File: config.mk
export PLATFORM = sky130hd
export DESIGN_NAME = sync_pulse_frame_receiver_flat
export DESIGN_NICKNAME = d
export VERILOG_FILES = /design/src/rtl/core/spfr_pkg.sv /design/src/rtl/core/spfr_in_if.sv /design/src/rtl/core/spfr_out_if.sv /design/src/rtl/core/spfr_cfg.sv /design/src/rtl/core/spfr_in_stage.sv /design/src/rtl/core/spfr_core.sv /design/src/rtl/core/spfr_out_stage.sv /design/src/rtl/core/sync_pulse_frame_receiver.sv /design/src/flat_wrapper.sv
export SDC_FILE = /design/constraint.sdc
export NUM_CORES = 1
export LEC_CHECK = 0
export BUFFER_PORTS_ARGS = -buffer_cell sky130_fd_sc_hd__buf_2
export CAP_MARGIN = 10
export CORE_ASPECT_RATIO = 0.75
export CORE_MARGIN = 5
export CORE_UTILIZATION = 45
export CTS_CLUSTER_SIZE = 16
export DETAILED_ROUTE_END_ITERATION = 10
export PLACE_DENSITY = 0.64
export SLEW_MARGIN = 20
export SYNTH_ARGS = -nofsm -noshare
export SYNTH_HDL_FRONTEND = slang
export SYNTH_SLANG_ARGS = --single-unit
export TNS_END_PERCENT = 50
File: constraint.sdc
create_clock -name clk -period 6.5 [get_ports clk]
set_clock_uncertainty 0.15 [all_clocks]
set_input_delay 0.325 -clock clk [delete_from_list [all_inputs] [get_ports clk]]
set_output_delay 0.325 -clock clk [all_outputs]
set_load 0.1 [all_outputs]
File: src/rtl/core/spfr_pkg.sv
// Shared types and constants for the sync-pulse frame receiver.
package spfr_pkg;

  localparam int REG_W = 24;
  localparam int FB_W = 8;
  localparam int IDX_W = 3;
  localparam int TIME_WIDTH_DEF = 24;
  localparam int MAX_FRAME_BITS_DEF = 255;

  localparam logic [REG_W-1:0] SYNC_LENGTH_RST = REG_W'(180000);
  localparam logic [REG_W-1:0] SYNC_MARGIN_RST = REG_W'(200);
  localparam logic [REG_W-1:0] FIRST_DELAY_RST = REG_W'(37500);
  localparam logic [REG_W-1:0] BIT_INTERVAL_RST = REG_W'(14940);
  localparam logic [FB_W-1:0] FRAME_BITS_RST = FB_W'(176);
  localparam logic [REG_W-1:0] HUNT_TIMEOUT_RST = REG_W'(400000);

  typedef enum logic [1:0] {
    EV_SYNC = 2'd0,
    EV_BIT = 2'd1,
    EV_TIMEOUT = 2'd2
  } ev_code_t;

  typedef enum logic [IDX_W-1:0] {
    CFG_SYNC_LENGTH = 3'd0,
    CFG_SYNC_MARGIN = 3'd1,
    CFG_FIRST_DELAY = 3'd2,
    CFG_BIT_INTERVAL = 3'd3,
    CFG_FRAME_BITS = 3'd4,
    CFG_HUNT_TIMEOUT = 3'd5
  } cfg_idx_t;

  typedef enum logic {
    PH_HUNT = 1'b0,
    PH_FRAME = 1'b1
  } phase_t;

  typedef struct packed {
    logic [REG_W-1:0] sync_length;
    logic [REG_W-1:0] sync_margin;
    logic [REG_W-1:0] first_delay;
    logic [REG_W-1:0] bit_interval;
    logic [FB_W-1:0] frame_bits;
    logic [REG_W-1:0] hunt_timeout;
  } cfg_t;

  typedef struct packed {
    ev_code_t event_res;
    logic bit_value;
    logic repeated_level;
    logic [FB_W-1:0] bit_index;
    logic frame_end;
  } res_t;

endpackage

File: src/rtl/core/spfr_in_if.sv
// Input channel: one line level word per handshake.
interface spfr_in_if;
  logic valid;
  logic ready;
  logic pin_level;

  modport source (output valid, output pin_level, input ready);
  modport sink (input valid, input pin_level, output ready);
endinterface

File: src/rtl/core/spfr_out_if.sv
// Result channel: one event word per handshake.
interface spfr_out_if;
  logic valid;
  logic ready;
  logic [1:0] event_res;
  logic bit_value;
  logic repeated_level;
  logic [7:0] bit_index;
  logic frame_end;

  modport source (output valid, output event_res, output bit_value,
                  output repeated_level, output bit_index, output frame_end,
                  input ready);
  modport sink (input valid, input event_res, input bit_value,
                input repeated_level, input bit_index, input frame_end,
                output ready);
endinterface

File: src/rtl/core/spfr_cfg.sv
// Configuration register bank.
module spfr_cfg (
  input  logic                          clk,
  input  logic                          rst,
  input  logic                          we,
  input  logic [spfr_pkg::IDX_W-1:0]    index,
  input  logic [spfr_pkg::REG_W-1:0]    data,
  output spfr_pkg::cfg_t                cfg
);

  always_ff @(posedge clk) begin
    if (rst) begin
      cfg.sync_length <= spfr_pkg::SYNC_LENGTH_RST;
      cfg.sync_margin <= spfr_pkg::SYNC_MARGIN_RST;
      cfg.first_delay <= spfr_pkg::FIRST_DELAY_RST;
      cfg.bit_interval <= spfr_pkg::BIT_INTERVAL_RST;
      cfg.frame_bits <= spfr_pkg::FRAME_BITS_RST;
      cfg.hunt_timeout <= spfr_pkg::HUNT_TIMEOUT_RST;
    end else if (we) begin
      unique case (spfr_pkg::cfg_idx_t'(index))
        spfr_pkg::CFG_SYNC_LENGTH:  cfg.sync_length <= data;
        spfr_pkg::CFG_SYNC_MARGIN:  cfg.sync_margin <= data;
        spfr_pkg::CFG_FIRST_DELAY:  cfg.first_delay <= data;
        spfr_pkg::CFG_BIT_INTERVAL: cfg.bit_interval <= data;
        spfr_pkg::CFG_FRAME_BITS:   cfg.frame_bits <= data[spfr_pkg::FB_W-1:0];
        spfr_pkg::CFG_HUNT_TIMEOUT: cfg.hunt_timeout <= data;
        default: begin
        end
      endcase
    end
  end

endmodule

File: src/rtl/core/spfr_in_stage.sv
// Input register holding one line level word.
module spfr_in_stage (
  input  logic     clk,
  input  logic     rst,
  spfr_in_if.sink  pin_ch,
  input  logic     take,
  output logic     held_valid,
  output logic     held_level
);

  assign pin_ch.ready = !held_valid || take;

  always_ff @(posedge clk) begin
    if (rst) begin
      held_valid <= 1'b0;
    end else if (pin_ch.valid && pin_ch.ready) begin
      held_valid <= 1'b1;
    end else if (take) begin
      held_valid <= 1'b0;
    end
  end

  always_ff @(posedge clk) begin
    if (pin_ch.valid && pin_ch.ready) begin
      held_level <= pin_ch.pin_level;
    end
  end

endmodule

File: src/rtl/core/spfr_core.sv
// Hunt and frame sampling state with its per-tick update logic.
module spfr_core #(
  parameter int TIME_WIDTH = spfr_pkg::TIME_WIDTH_DEF,
  parameter int MAX_FRAME_BITS = spfr_pkg::MAX_FRAME_BITS_DEF
) (
  input  logic             clk,
  input  logic             rst,
  input  spfr_pkg::cfg_t   cfg,
  input  logic             held_valid,
  input  logic             held_level,
  input  logic             out_free,
  output logic             take,
  output logic             res_load,
  output spfr_pkg::res_t   res
);

  localparam int CW = (TIME_WIDTH > spfr_pkg::REG_W) ? TIME_WIDTH : spfr_pkg::REG_W;
  localparam int BW = (MAX_FRAME_BITS > 1) ? $clog2(MAX_FRAME_BITS) : 1;
  localparam int FB_W = spfr_pkg::FB_W;
  localparam logic [TIME_WIDTH-1:0] TIME_MAX = {TIME_WIDTH{1'b1}};
  localparam logic [FB_W-1:0] FB_MAX = FB_W'(MAX_FRAME_BITS);

  spfr_pkg::phase_t phase, phase_next;
  logic                    prior_valid;
  logic                    prior_lvl;
  logic                    rise_seen;
  logic [TIME_WIDTH-1:0]   pulse_ticks;
  logic [TIME_WIDTH-1:0]   hunt_ticks;
  logic [spfr_pkg::REG_W-1:0] countdown;
  logic [BW-1:0]           bits_taken;
  logic                    ps_valid;
  logic                    ps_lvl;

  logic                  rising, falling;
  logic [TIME_WIDTH-1:0] pulse_upd, hunt_upd;
  logic [CW-1:0]         pulse_ext, len_ext, diff;
  logic                  sync_hit, timeout_hit;
  logic                  cd_wait;
  logic [FB_W-1:0]       nbits;
  logic [FB_W:0]         idx_plus;
  logic                  last;
  logic                  has_res;

  assign rising  = prior_valid && !prior_lvl && held_level;
  assign falling = prior_valid && prior_lvl && !held_level && rise_seen;

  always_comb begin
    if (rising) begin
      pulse_upd = '0;
    end else if (rise_seen && pulse_ticks != TIME_MAX) begin
      pulse_upd = pulse_ticks + TIME_WIDTH'(1);
    end else begin
      pulse_upd = pulse_ticks;
    end
  end

  assign hunt_upd  = (hunt_ticks == TIME_MAX) ? hunt_ticks : hunt_ticks + TIME_WIDTH'(1);
  assign pulse_ext = CW'(pulse_upd);
  assign len_ext   = CW'(cfg.sync_length);
  assign diff      = (pulse_ext > len_ext) ? pulse_ext - len_ext : len_ext - pulse_ext;
  assign sync_hit  = falling && (diff < CW'(cfg.sync_margin));
  assign timeout_hit = CW'(hunt_upd) >= CW'(cfg.hunt_timeout);

  assign cd_wait = countdown > spfr_pkg::REG_W'(1);

  always_comb begin
    if (cfg.frame_bits == '0) begin
      nbits = FB_W'(1);
    end else if (cfg.frame_bits > FB_MAX) begin
      nbits = FB_MAX;
    end else begin
      nbits = cfg.frame_bits;
    end
  end

  assign idx_plus = (FB_W + 1)'(bits_taken) + (FB_W + 1)'(1);
  assign last     = idx_plus >= {1'b0, nbits};

  assign has_res  = (phase == spfr_pkg::PH_HUNT) ? (sync_hit || timeout_hit) : !cd_wait;
  assign take     = held_valid && (!has_res || out_free);
  assign res_load = take && has_res;

  // next phase
  always_comb begin
    phase_next = phase;
    if (take) begin
      unique case (phase)
        spfr_pkg::PH_HUNT: begin
          if (sync_hit) phase_next = spfr_pkg::PH_FRAME;
        end
        spfr_pkg::PH_FRAME: begin
          if (!cd_wait && last) phase_next = spfr_pkg::PH_HUNT;
        end
        default: phase_next = spfr_pkg::PH_HUNT;
      endcase
    end
  end

  // result word
  always_comb begin
    res = '0;
    unique case (phase)
      spfr_pkg::PH_HUNT: begin
        res.event_res = sync_hit ? spfr_pkg::EV_SYNC : spfr_pkg::EV_TIMEOUT;
      end
      spfr_pkg::PH_FRAME: begin
        res.event_res      = spfr_pkg::EV_BIT;
        res.bit_value      = held_level;
        res.repeated_level = ps_valid && (ps_lvl == held_level);
        res.bit_index      = FB_W'(bits_taken);
        res.frame_end      = last;
      end
      default: res = '0;
    endcase
  end

  always_ff @(posedge clk) begin
    if (rst) begin
      phase <= spfr_pkg::PH_HUNT;
    end else begin
      phase <= phase_next;
    end
  end

  always_ff @(posedge clk) begin
    if (rst) begin
      prior_valid <= 1'b0;
      prior_lvl   <= 1'b0;
      rise_seen   <= 1'b0;
      pulse_ticks <= '0;
      hunt_ticks  <= '0;
      countdown   <= '0;
      bits_taken  <= '0;
      ps_valid    <= 1'b0;
      ps_lvl      <= 1'b0;
    end else if (take) begin
      if (phase == spfr_pkg::PH_HUNT) begin
        if (!sync_hit && timeout_hit) begin
          prior_valid <= 1'b0;
          rise_seen   <= 1'b0;
          pulse_ticks <= '0;
          hunt_ticks  <= '0;
          countdown   <= '0;
          bits_taken  <= '0;
          ps_valid    <= 1'b0;
        end else begin
          prior_valid <= 1'b1;
          prior_lvl   <= held_level;
          if (rising) rise_seen <= 1'b1;
          pulse_ticks <= pulse_upd;
          hunt_ticks  <= hunt_upd;
          if (sync_hit) begin
            countdown  <= cfg.first_delay;
            bits_taken <= '0;
            ps_valid   <= 1'b0;
          end
        end
      end else if (cd_wait) begin
        countdown <= countdown - spfr_pkg::REG_W'(1);
      end else if (last) begin
        // frame done: re-arm hunting
        prior_valid <= 1'b0;
        rise_seen   <= 1'b0;
        pulse_ticks <= '0;
        hunt_ticks  <= '0;
        countdown   <= '0;
        bits_taken  <= '0;
        ps_valid    <= 1'b0;
      end else begin
        ps_valid   <= 1'b1;
        ps_lvl     <= held_level;
        bits_taken <= bits_taken + BW'(1);
        countdown  <= cfg.bit_interval;
      end
    end
  end

endmodule

File: src/rtl/core/spfr_out_stage.sv
// Result register driving the result channel.
module spfr_out_stage (
  input  logic            clk,
  input  logic            rst,
  input  logic            load,
  input  spfr_pkg::res_t  res,
  output logic            out_free,
  spfr_out_if.source      res_ch
);

  spfr_pkg::res_t held;

  assign out_free = !res_ch.valid || res_ch.ready;

  always_ff @(posedge clk) begin
    if (rst) begin
      res_ch.valid <= 1'b0;
    end else if (load) begin
      res_ch.valid <= 1'b1;
    end else if (res_ch.ready) begin
      res_ch.valid <= 1'b0;
    end
  end

  always_ff @(posedge clk) begin
    if (load) begin
      held <= res;
    end
  end

  assign res_ch.event_res      = held.event_res;
  assign res_ch.bit_value      = held.bit_value;
  assign res_ch.repeated_level = held.repeated_level;
  assign res_ch.bit_index      = held.bit_index;
  assign res_ch.frame_end      = held.frame_end;

endmodule

File: src/rtl/core/sync_pulse_frame_receiver.sv
// Sync-pulse frame receiver top level.
// Takes one line level word per clock, one per timebase tick, and hunts for a
// high sync pulse of the programmed width; after sync it samples the line at
// the programmed delay and interval and reports each bit, or reports a hunt
// timeout. One word is accepted every clock while the input side does not stall:
// the whole per-tick update is a single pass of counter and compare logic
// between the input register and the result register, so a word is registered
// in the input register and any result it gives then in the result register.
// The input side stalls only while a result is waiting and the result register
// is still full. Registers are written through cfg_we/cfg_index/cfg_data and
// should only be changed while the receiver is idle.
module sync_pulse_frame_receiver #(
  parameter int TIME_WIDTH = spfr_pkg::TIME_WIDTH_DEF,
  parameter int MAX_FRAME_BITS = spfr_pkg::MAX_FRAME_BITS_DEF
) (
  input  logic                          clk,
  input  logic                          rst,
  input  logic                          cfg_we,
  input  logic [spfr_pkg::IDX_W-1:0]    cfg_index,
  input  logic [spfr_pkg::REG_W-1:0]    cfg_data,
  spfr_in_if.sink                       pin_ch,
  spfr_out_if.source                    res_ch
);

  spfr_pkg::cfg_t cfg;
  spfr_pkg::res_t res;
  logic held_valid, held_level, take, res_load, out_free;

  spfr_cfg u_cfg (
    .clk   (clk),
    .rst   (rst),
    .we    (cfg_we),
    .index (cfg_index),
    .data  (cfg_data),
    .cfg   (cfg)
  );

  spfr_in_stage u_in (
    .clk        (clk),
    .rst        (rst),
    .pin_ch     (pin_ch),
    .take       (take),
    .held_valid (held_valid),
    .held_level (held_level)
  );

  spfr_core #(
    .TIME_WIDTH     (TIME_WIDTH),
    .MAX_FRAME_BITS (MAX_FRAME_BITS)
  ) u_core (
    .clk        (clk),
    .rst        (rst),
    .cfg        (cfg),
    .held_valid (held_valid),
    .held_level (held_level),
    .out_free   (out_free),
    .take       (take),
    .res_load   (res_load),
    .res        (res)
  );

  spfr_out_stage u_out (
    .clk      (clk),
    .rst      (rst),
    .load     (res_load),
    .res      (res),
    .out_free (out_free),
    .res_ch   (res_ch)
  );

endmodule

File: src/flat_wrapper.sv
// flat-port wrapper written by rule: the top's interface ports become plain ports
module sync_pulse_frame_receiver_flat 
#(
  parameter int TIME_WIDTH = spfr_pkg::TIME_WIDTH_DEF,
  parameter int MAX_FRAME_BITS = spfr_pkg::MAX_FRAME_BITS_DEF
)
  (clk, rst, cfg_we, cfg_index, cfg_data, pin_ch_valid, pin_ch_pin_level, pin_ch_ready, res_ch_valid, res_ch_event_res, res_ch_bit_value, res_ch_repeated_level, res_ch_bit_index, res_ch_frame_end, res_ch_ready);
  spfr_in_if pin_ch_i ();
  spfr_out_if res_ch_i ();
  input  logic clk;
  input  logic rst;
  input  logic cfg_we;
  input  logic [spfr_pkg::IDX_W-1:0] cfg_index;
  input  logic [spfr_pkg::REG_W-1:0] cfg_data;
  input wire logic [$bits(pin_ch_i.valid)-1:0] pin_ch_valid;
  input wire logic [$bits(pin_ch_i.pin_level)-1:0] pin_ch_pin_level;
  output wire logic [$bits(pin_ch_i.ready)-1:0] pin_ch_ready;
  output wire logic [$bits(res_ch_i.valid)-1:0] res_ch_valid;
  output wire logic [$bits(res_ch_i.event_res)-1:0] res_ch_event_res;
  output wire logic [$bits(res_ch_i.bit_value)-1:0] res_ch_bit_value;
  output wire logic [$bits(res_ch_i.repeated_level)-1:0] res_ch_repeated_level;
  output wire logic [$bits(res_ch_i.bit_index)-1:0] res_ch_bit_index;
  output wire logic [$bits(res_ch_i.frame_end)-1:0] res_ch_frame_end;
  input wire logic [$bits(res_ch_i.ready)-1:0] res_ch_ready;
  assign pin_ch_i.valid = pin_ch_valid;
  assign pin_ch_i.pin_level = pin_ch_pin_level;
  assign pin_ch_ready = pin_ch_i.ready;
  assign res_ch_valid = res_ch_i.valid;
  assign res_ch_event_res = res_ch_i.event_res;
  assign res_ch_bit_value = res_ch_i.bit_value;
  assign res_ch_repeated_level = res_ch_i.repeated_level;
  assign res_ch_bit_index = res_ch_i.bit_index;
  assign res_ch_frame_end = res_ch_i.frame_end;
  assign res_ch_i.ready = res_ch_ready;
  sync_pulse_frame_receiver #(.TIME_WIDTH(TIME_WIDTH), .MAX_FRAME_BITS(MAX_FRAME_BITS)) u_core (.clk(clk), .rst(rst), .cfg_we(cfg_we), .cfg_index(cfg_index), .cfg_data(cfg_data), .pin_ch(pin_ch_i), .res_ch(res_ch_i));
endmodule
# Word level (Yosys, flattened, before mapping)
# Cells that the tools add are included.
# W data, S select, Z words.
# word_totals
input_bits	33
regBits	230
elab_cells	137
output_inout_bits	15
# op_classes
n_mux	44
n_eq_ne	10
reduce_logical	42
bitwise	4
n_lt_le_gt_ge	6
n_addsub	7
# op_table
operator	n
$mux W24	15
$mux W8	7
$add A24 B1 Y24 const B	2
$sub A24 B24 Y24	2
$eq A24 B24 Y1 const B	1
$ge A24 B24 Y1	1
$gt A24 B1 Y1 const B	1
$gt A24 B24 Y1	1
$lt A24 B24 Y1	1
$ne A24 B24 Y1 const B	1
$sub A24 B1 Y24 const B	1
$mux W1	19
$reduce_and A2 Y1	7
$logic_and A1 B1 Y1	13
$add A8 B1 Y9 const B	1
$ge A9 B8 Y1	1
$reduce_and A3 Y1	3
$add A8 B1 Y8 const B	1
$gt A8 B8 Y1 const B	1
$logic_not A8 Y1	1
$reduce_and A4 Y1	2
$logic_not A1 Y1	7
$eq A3 B2 Y1 const B	2
$eq A3 B3 Y1 const B	2
12 further kinds	20

# Longest topological paths before layout
# Gate-level depths: netlist of the first run.
# depth
word_depth	16
mapped_depth	35
depth_no_buf	33

# Hierarchy
# From an unflattened synthesis of the first run, not the netlist that was laid out.
# hier_totals
hier_cells	1778
hier_area_um2	15100.7
# by_module_without_submodules
mod	n_inst	cells_per_inst	seq_area_each_um2	area_each_um2
spfr_core	1	1289	1721.7	9557.9
spfr_cfg	1	466	2562.5	5021.1
spfr_out_stage	1	17	410.4	436.7
spfr_in_stage	1	6	50.0	85.1

# Worst setup path before layout of the first run
# Ideal clock, no wire load.
# synth_path
kind	register -> register
start	reg u_core.u_core.pulse_ticks[3]
end	reg u_core.u_in.held_valid
path_buffers	2
arrival_time_ps	7167
slack_ps	-908
path_stages_with_launch	31
required_ps	6259
period_less_slack_ps	7408
cell_sequence	dfxtp_1 -> and4_1 -> nand4_1 -> nor4_4 -> a41o_1 -> buf_2 -> nor2_1 -> nand2_1 -> xor2_1 -> nor2_1 -> ha_1 -> buf_4 -> nand3_2 -> o211ai_2 -> a31oi_2 -> o41ai_2 -> o21a_2 -> mux2_2 -> a221oi_2 -> o21ai_1 -> o41ai_1 -> nor4_2 -> ha_1 -> a21o_1 -> a211oi_1 -> o211ai_1 -> a41o_1 -> a21o_1 -> a21oi_2 -> nand3_1 -> a21oi_1
# synth_between
elab_chain_len	16
elab_cells_between_ends	20
# synth_rtl
item	line	text
from (decl)	spfr_core.sv:27	logic [TIME_WIDTH-1:0] pulse_ticks;
from (signal assigned)	spfr_core.sv:150	pulse_ticks <= pulse_upd;
parallel branches: the longest is 2 deep, another holds $add A24 B1 Y24	n/a	
$mux W24 *	spfr_core.sv:50	end else if (rise_seen && pulse_ticks != TIME_MAX) begin
$mux W24 *	spfr_core.sv:48	if (rising) begin
$sub A24 B24 Y24 / $gt A24 B24 Y1 (equally long branches)	spfr_core.sv:60	assign diff = (pulse_ext > len_ext) ? pulse_ext - len_ext : len_ext - pulse_ext;
$mux W24 *	spfr_core.sv:60	
$lt A24 B24 Y1 *	spfr_core.sv:61	assign sync_hit = falling && (diff < CW'(cfg.sync_margin));
$logic_and A1 B1 Y1 *	spfr_core.sv:61	
$logic_or A1 B1 Y1 *	spfr_core.sv:79	assign has_res = (phase == spfr_pkg::PH_HUNT) ? (sync_hit || timeout_hit) : !cd_wait;
$mux W1 *	spfr_core.sv:79	
$logic_not A1 Y1 *	spfr_core.sv:80	assign take = held_valid && (!has_res || out_free);
$logic_or A1 B1 Y1 *	spfr_core.sv:80	
$logic_and A1 B1 Y1 *	spfr_core.sv:80	
$logic_or A1 B1 Y1 *	spfr_in_stage.sv:11	assign pin_ch.ready = !held_valid || take;
named net pin_ch_ready	flat_wrapper.sv:17	output wire logic [$bits(pin_ch_i.ready)-1:0] pin_ch_ready;
$logic_and A1 B1 Y1 *	spfr_in_stage.sv:16	end else if (pin_ch.valid && pin_ch.ready) begin
$mux W1 / $reduce_bool A2 Y1 (equally long branches)	n/a	
to (signal assigned)	spfr_in_stage.sv:15	held_valid <= 1'b0;
to (signal assigned)	spfr_in_stage.sv:17	held_valid <= 1'b1;
to (signal assigned)	spfr_in_stage.sv:19	held_valid <= 1'b0;
to (decl)	spfr_in_stage.sv:7	output logic held_valid,
# Mark *: on every way through the listed nets, which the timed path passes.
# A chain may end at the register's enable or synchronous reset.

# Worst setup path in the final report of the first run
# layout_path
start	reg u_core.u_core.pulse_ticks[18]
end	out pin_ch_ready
# layout_between
elab_chain_len	14
elab_cells_between_ends	17
# layout_rtl
item	line
parallel branches: the longest is 2 deep, another holds $add A24 B1 Y24	n/a
$mux W24 *	spfr_core.sv:50
$mux W24 *	spfr_core.sv:48
$sub A24 B24 Y24 / $gt A24 B24 Y1 (equally long branches)	spfr_core.sv:60
$mux W24 *	spfr_core.sv:60
$lt A24 B24 Y1 *	spfr_core.sv:61
$logic_and A1 B1 Y1 *	spfr_core.sv:61
$logic_or A1 B1 Y1 *	spfr_core.sv:79
$mux W1 *	spfr_core.sv:79
$logic_not A1 Y1 *	spfr_core.sv:80
$logic_or A1 B1 Y1 *	spfr_core.sv:80
$logic_and A1 B1 Y1 *	spfr_core.sv:80
$logic_or A1 B1 Y1 *	spfr_in_stage.sv:11
to (decl)	flat_wrapper.sv:17
# Every way passes the cells marked *.

==> key figures, run 1 <==
Synth
  – Synthesized flop and latch total: 230
  – Sequential fraction of the synthesis area: 0.342
  – Synth Net Count: 1911
  – Mux contribution to synthesized area: 0.0199
  – Netlist Area Pre-Place: about 14000 sq um
  – Synth Area in XOR/XNOR: 0.0536
  – Synth warn: 0
  – Largest family of logic cells by synthesized area: simple AND/OR/NAND/NOR gates
  – Synth Area in Adders: 0.0994
  – Number of synthesized flops with an enable pin: 14
  – Post-synth ARST share: 0
  – Primary FF master, synth: dfxtp_1
  – Syn Inst Count: between 1500 and 2000
  – Compound-Gate Fraction of Synth Area: 0.195
  – Synth Area in Simple Gates: 0.224
  – Syn avg cell area: between 7 and 8 sq um
  – Netlist cell types: 78

Final layout
  – Area Growth Syn to Fin: 28.9%
  – Layout Nets: about 2100
  – Most frequent cells in the layout: nand2_1 (330), dfxtp_1 (212), buf_4 (209)
  – Design area: approximately 18000 sq um
  – Share of layout cells above drive strength 1: 0.226
  – Commonest non-fill, non-tap cell in the layout: nand2_1

Power
  – Worst vdd ir: 0.000193 V
  – Pleak: 0.00741 uW
  – Power per cell area: ~180 nW/um^2
  – Overall Power: around 3200 uW
  – P_int: ~2400 uW
  – Gate power share: 0.098
  – Sequential power share: 0.454
  – Net Sw Power: around 800 uW
  – Clock share of power: 0.448
  – Switching Share: 0.253

Worst setup path
  – Slowest-stage cell, CP: o31a_1
  – Worst path max stage delay: ~0.35 ns
  – WP data arrival: approximately 6.8 ns
  – Capture point of the worst path: pin_ch_ready
  – Cell mode on critical path: buf_4
  – Worst Setup SP: u_core.u_core.pulse_ticks[18]
  – WP data required: roughly 6 ns
  – Startpoint types: flop
  – R2R depth: 32
  – Max FO, Critical Path: 4
  – Reg-to-reg slack, setup: -0.59 ns
  – CP endpoint kind: output port
  – Worst Setup Path Type: reg2out
  – Reg-to-Reg Start: u_core.u_core.pulse_ticks[18]
  – Reg2reg end: u_core.u_core.hunt_ticks[17]

Clocking
  – TritonCTS buffer count: 26
  – Clock Tree Buf Depth: 3
  – CTS tree: built
  – H-tree Lvls: 1
  – Worst-path clk slew: around 0.06 ns
  – Root buf cell: clkbuf_16
  – Num Clock Sinks: 230
  – Worst-Skew Late Latency: 0.56 ns

Flow run
  – MaxCap Viol Count: 0

Global route
  – Vias in the first global route: 12700
  – GR Overflow Total: 0
  – Initial antenna violation count: 1
  – Largest net degree at the start of global routing: 76
  – Tot GR Track Use: 0.260
  – First-pass GRT wire length: between 70000 and 80000 um

Timing
  – Final Hold Viols: 0
  – Final Setup Violations: 103
  – Worst setup margin: -0.793 ns
  – FMAX: 137 MHz
  – Min Tclk post-route: between 7 and 8 ns
  – WHS: roughly 0.017 ns
  – RSZ-0062 raised after global routing: yes
  – Worst slew margin relative to its limit: 0.253
  – Max-slew violations: 0
  – Worst slew pin tran: 1.12 ns
  – Final period util: 1.12

Placement
  – Routability cong.: between 0.9 and 1
  – Setup WS pre-CTS: -0.719 ns
  – Count of input and output buffers: 47
  – Post-Place Cell Area: 15900 sq um
  – HPWL Detailed: approximately 32000 um

Drt
  – Drt via density: 5.58
  – Final WL: between 40000 and 50000 um
  – DRT iter0 DRCs: about 1200
  – Vias: approximately 14000
  – # DRC: 0
  – Drt first pass iters: 5
  – WL per Instance: between 15 and 20 um
  – Routed Antenna Nets: 0

Floorplan
  – DIE AREA: ~34000 sq um
  – CORE AREA: between 30000 and 40000 sq um
  – Die width: around 210 um
  – Ports: between 40 and 50
  – Rows: 55
  – Die H: ~160 um
  – Initial Utilization: 0.458

Outcome
  – Status: complete, but fails checks
  – Failing checks: negative setup slack

Min path
  – Worst Hold Class: in2reg
[flip-flops by register name, summed over array words and instances, names as in the netlist]
signal,flops
u_core.u_cfg.cfg,128
u_core.u_core.countdown,24
u_core.u_core.hunt_ticks,24
u_core.u_core.pulse_ticks,24
u_core.u_core.bits_taken,8
u_core.u_out.res_ch.bit_index,8
u_core.u_out.res_ch.event_res,2
u_core.u_core.phase,1
u_core.u_core.prior_lvl,1
u_core.u_core.prior_valid,1
u_core.u_core.ps_lvl,1
u_core.u_core.ps_valid,1
u_core.u_core.rise_seen,1
u_core.u_in.held_level,1
u_core.u_in.held_valid,1
u_core.u_out.res_ch.bit_value,1
u_core.u_out.res_ch.frame_end,1
u_core.u_out.res_ch.repeated_level,1
u_core.u_out.res_ch.valid,1
[cells by family (layout without fill, tap and decap cells)]
group | after synthesis | in the layout
AO/OA/AOI/OAI | 426 | 427
XOR/XNOR | 85 | 85
adder cells (fa/ha/maj) | 109 | 109
buffers and inverters | 226 | 479
flip-flops | 230 | 230
multiplexers | 26 | 26
other | 0 | 1
AND/OR/NAND/NOR | 667 | 669
[per-layer routing]
metal,vias up,global-route usage,share of wire
met4,0,0.0634,0.026
met5,-,0,0
met1,6418,0.398,0.49
met3,71,0.0365,0.069
met2,454,0.383,0.42
li1,6584,-,-
[cells in the mapped netlist, types with 7 or more instances]
master	instances	share of area
a22o_1	24	0.015
nor2_1	110	0.030
nor3_1	21	0.0076
dfxtp_1	216	0.31
edfxtp_1	14	0.030
a21o_1	47	0.025
ha_1	107	0.096
xor2_1	36	0.023
clkbuf_1	65	0.018
o211ai_1	23	0.012
xnor2_1	49	0.031
a22oi_1	11	0.0060
o21ai_0	54	0.019
and2_1	13	0.0059
nand2_1	335	0.091
and3_1	14	0.0063
inv_1	126	0.034
nor4_1	7	0.0032
mux2i_1	19	0.014
a311oi_1	11	0.0069
a21oi_1	187	0.067
buf_2	22	0.0079
nand4_1	31	0.014
nand3_1	71	0.026
nand2b_1	8	0.0036
a31oi_1	9	0.0041
or3_1	14	0.0063
o21a_1	7	0.0038
[area by class of cell]
class	instances	area, sq um
timing repair buffer	305	2500
clock inverter	6	78.8
inverter	128	488
fill	2668	12400
clock buffer	40	743
multi-input combinational	1316	8820
sequential	230	4750
antenna	1	2.50
tap	399	499
[per-stage QoR]
stage,TNS [ns],util,instances
2_1_floorplan,-1.26,-,1769
3_3_place_gp,-44.89,0.525,2310
3_5_place_dp,-58.20,0.525,2310
4_1_cts,-46.09,0.576,2413
5_1_grt,-66.51,0.591,2424
6_report,-44.11,0.591,2425
[critical path, delay by kind of cell (launching register included)]
kind,cells,cell delay (ns)
fa+ha+maj,2,0.63
buf+inv,5,0.79
simple gates,9,1.53
compound gates,12,2.58
xor+xnor,1,0.09
mux,1,0.32
flops,1,0.31
[worst min-delay path by stage]
stage / from / to / cells after the start
final: cfg_data[2] / u_core.u_cfg.cfg[106] / 3
after global routing: cfg_data[10] / u_core.u_cfg.cfg[42] / 3
after CTS: cfg_data[2] / u_core.u_cfg.cfg[106] / 3
after detailed placement: u_core.u_cfg.cfg[51] / u_core.u_cfg.cfg[51] / 2
after global placement: u_core.u_core.ps_valid / u_core.u_core.ps_valid / 2
after floorplan: pin_ch_pin_level / u_core.u_in.held_level / 0
[power groups by stage]
stage	registers [uW]	clock network [uW]	logic [uW]
after floorplan	1480	0	158
after detailed placement	1490	0	264
after CTS	1460	1450	295
final	1460	1440	314
after global placement	1490	0	259
after global routing	1460	1510	338
[repair_timing]
item                                   CTS  global route
pin swaps                               51            24
hold buffers                            21             0
resized for setup                       52            63
setup buffers                           32            12
endpoints found under the hold margin   64             0
gates cloned                             5             1
setup endpoints to repair              104           104
No activity file was read; power rests on OpenSTA's default activity.
==> run 2, diff against run 1 <==
clock period = 6.4 ns   (was 6.5 ns; I/O delays follow)
==> run 2 against run 1 <==
  * Critical endpoint unchanged
  * The flow still finishes with violations (negative setup slack)
  * Sequential power hardly changed
  * First-iteration DRC count is 13% higher
  * Largest cell class unchanged
  * Wire length shrank 2.9%
  * Via count increased by 0.45%
  * Highest routed layer unchanged
  * Clock power shrank 3%
==> key figures, run 2 (same netlist as run 1, synthesis figures left out) <==
Outcome
  – Status: complete, but fails checks (unchanged)
  – Failing checks: negative setup slack (unchanged)

Clocking
  – Worst-Skew Late Latency: 0.54 ns (was 0.56 ns)
  – H-tree Lvls: 1 (unchanged)
  – Clock Tree Buf Depth: 3 (unchanged)
  – CTS tree: built (unchanged)
  – TritonCTS buffer count: 25 (was 26)
  – Worst-path clk slew: 0.06 ns (about the same)
  – Num Clock Sinks: 230 (unchanged)
  – Root buf cell: clkbuf_16 (unchanged)

Placement
  – HPWL Detailed: 31700 um (was 32400 um)
  – Routability cong.: 0.944 (was 0.971)
  – Setup WS pre-CTS: -0.872 ns (was -0.719 ns)
  – Count of input and output buffers: 47 (unchanged)
  – Placed insts: 2317 (was 2310)

Floorplan
  – Ports: 48 (unchanged)
  – Rows: 55 (unchanged)
  – CORE AREA: 30300 sq um (unchanged)
  – DIE AREA: 34500 sq um (unchanged)
  – Die width: 213 um (unchanged)
  – Die H: 162 um (unchanged)
  – Initial Utilization: 0.458 (unchanged)

Drt
  – Drt first pass iters: 5 (unchanged)
  – Routed Antenna Nets: 0 (unchanged)
  – Vias: 13600 (was 13500)
  – DRT iter0 DRCs: 1329 (was 1179)
  – WL per Instance: 18.6 um (was 19.1 um)
  – Final WL: 45000 um (was 46400 um)
  – # DRC: 0 (unchanged)
  – Drt via density: 5.61 (was 5.58)

Power
  – Clock share of power: 0.436 (was 0.448)
  – Net Sw Power: 797 uW (was 814 uW)
  – Power per cell area: 179 nW/um^2 (was 180 nW/um^2)
  – Gate power share: 0.098 (about the same)
  – Switching Share: 0.251 (was 0.253)
  – Pleak: 0.00742 uW (was 0.00741 uW)
  – Worst vdd ir: 0.000175 V (was 0.000193 V)
  – Overall Power: 3180 uW (was 3210 uW)
  – Sequential power share: 0.466 (was 0.454)
  – P_int: 2380 uW (was 2400 uW)

Timing
  – Final Hold Viols: 0 (unchanged)
  – Min Tclk post-route: ~7.2 ns
  – Final Setup Violations: 103 (unchanged)
  – Final period util: 1.13
  – Worst slew pin tran: 1.10 ns (was 1.12 ns)
  – Worst slew margin relative to its limit: 0.270 (was 0.253)
  – FMAX: 139 MHz
  – Max-slew violations: 0 (unchanged)
  – RSZ-0062 raised after global routing: yes (unchanged)
  – Worst setup margin: -0.811 ns (was -0.793 ns)

Global route
  – M3 GR Usage: 0.0411 (was 0.0365)
  – Global-route met2 utilization: 0.374 (was 0.383)
  – Vias in the first global route: 12700 (about the same)
  – Met1 Use GR: 0.384 (was 0.398)
  – GR Overflow Total: 0 (unchanged)
  – Initial antenna violation count: 0 (was 1)
  – Most Used Layer, Global Route: met1 (unchanged)
  – Tot GR Track Use: 0.252 (was 0.260)
  – First-pass GRT wire length: 70100 um (was 71900 um)
  – Largest net degree at the start of global routing: 91 (was 76)

Worst setup path
  – WP data arrival: 6.74 ns (was 6.82 ns)
  – Max FO, Critical Path: 7 (was 4)
  – Slowest-stage cell, CP: or3_4 (was o31a_1)
  – CP endpoint kind: output port (unchanged)
  – Worst Setup Path Type: reg2out (unchanged)
  – Worst path max stage delay: 0.39 ns (was 0.35 ns)
  – WP data required: 5.93 ns (was 6.02 ns)
  – Cell mode on critical path: buf_4 (unchanged)
  – Startpoint types: flop (unchanged)

Final layout
  – Non-Filler Instances: 2423 (was 2425)
  – Largest Register: u_core.u_cfg.cfg (unchanged)
  – Area of the multi-input gates: 8670 sq um (was 8820 sq um)
  – Largest register FFs: 128 (unchanged)
  – Commonest non-fill, non-tap cell in the layout: nand2_1 (unchanged)
  – Layout Nets: 2152 (was 2149)
  – Register area: 4750 sq um (unchanged)
  – Area Growth Syn to Fin: 27.7% (was 28.9%)
  – N_diodes: 0 (was 1)
  – Most frequent cells in the layout: nand2_1 (327), dfxtp_1 (212), buf_4 (209) (was nand2_1 (330), dfxtp_1 (212), buf_4 (209))
  – Share of layout cells above drive strength 1: 0.220 (was 0.226)
  – Filler cell count: 2738 (was 2668)

Min path
  – Worst Hold Class: in2reg (unchanged)

Flow run
  – MaxCap Viol Count: 0 (unchanged)
[run 2: layout make-up]
| type | count | share of cell area |
|---|---|---|
| Clock inverter | 5 | 0.00318 |
| Tap cell | 399 | 0.0282 |
| Timing Repair Buffer | 310 | 0.144 |
| Multi-Input combinational cell | 1315 | 0.489 |
| Clock buffer | 36 | 0.0393 |
| Inverter | 128 | 0.0276 |
| Sequential cell | 230 | 0.268 |
[run 2: path summary, 6_finish.rpt]
kind,start,endpoint,slack (ns),cells past startpoint
min,cfg_data[1],u_core.u_cfg.cfg[33],0.03,3
max,u_core.u_core.pulse_ticks[6],pin_ch_ready,-0.81,32
min reg2reg,u_core.u_cfg.cfg[103],u_core.u_cfg.cfg[103],0.30,2
max reg2reg,u_core.u_core.pulse_ticks[6],u_core.u_core.bits_taken[6],-0.75,37
[run 2: power by group through the flow]
stage | registers (uW) | clock network [uW] | logic (uW)
final | 1480 | 1390 | 311
after global routing | 1480 | 1480 | 338
after CTS | 1480 | 1410 | 300
after detailed placement | 1510 | 0 | 264
after global placement | 1510 | 0 | 260
after floorplan | 1510 | 0 | 161
[run 2: routing by layer]
layer / up-vias / wire, um
met3: 69 / 3390
met5: - / 0
met2: 435 / 19100
li1: 6585 / -
met4: 0 / 1190
met1: 6499 / 21300
[run 2: through the flow]
step	area, sq um	setup TNS, ns	hold WS, ns	util
2_1_floorplan	14100	-5.24	0.269	-
3_3_place_gp	15900	-52.67	0.290	0.526
3_5_place_dp	15900	-71.21	0.297	0.526
4_1_cts	17500	-51.56	0.00588	0.576
5_1_grt	17700	-96.68	0.0211	0.585
6_report	17700	-60.54	0.0261	0.585
[run 2: worst max-delay path: cells and delay by family, from the launching register on]
family / cells / cell delay (ns)
XOR/XNOR: 1 / 0.19
buffers and inverters: 7 / 1.03
flip-flops: 1 / 0.32
adder cells (fa/ha/maj): 2 / 0.56
multiplexers: 1 / 0.24
AND/OR/NAND/NOR: 9 / 1.66
AO/OA/AOI/OAI: 12 / 2.19
[run 2: timing repair]
item / 4_1_cts / 5_1_grt
resized for setup: 56 / 46
setup buffers: 30 / 11
endpoints found under the setup margin: 104 / 104
hold buffers: 22 / 0
gates cloned: 5 / 1
pin swaps: 41 / 18
hold endpoints to repair: 76 / 0
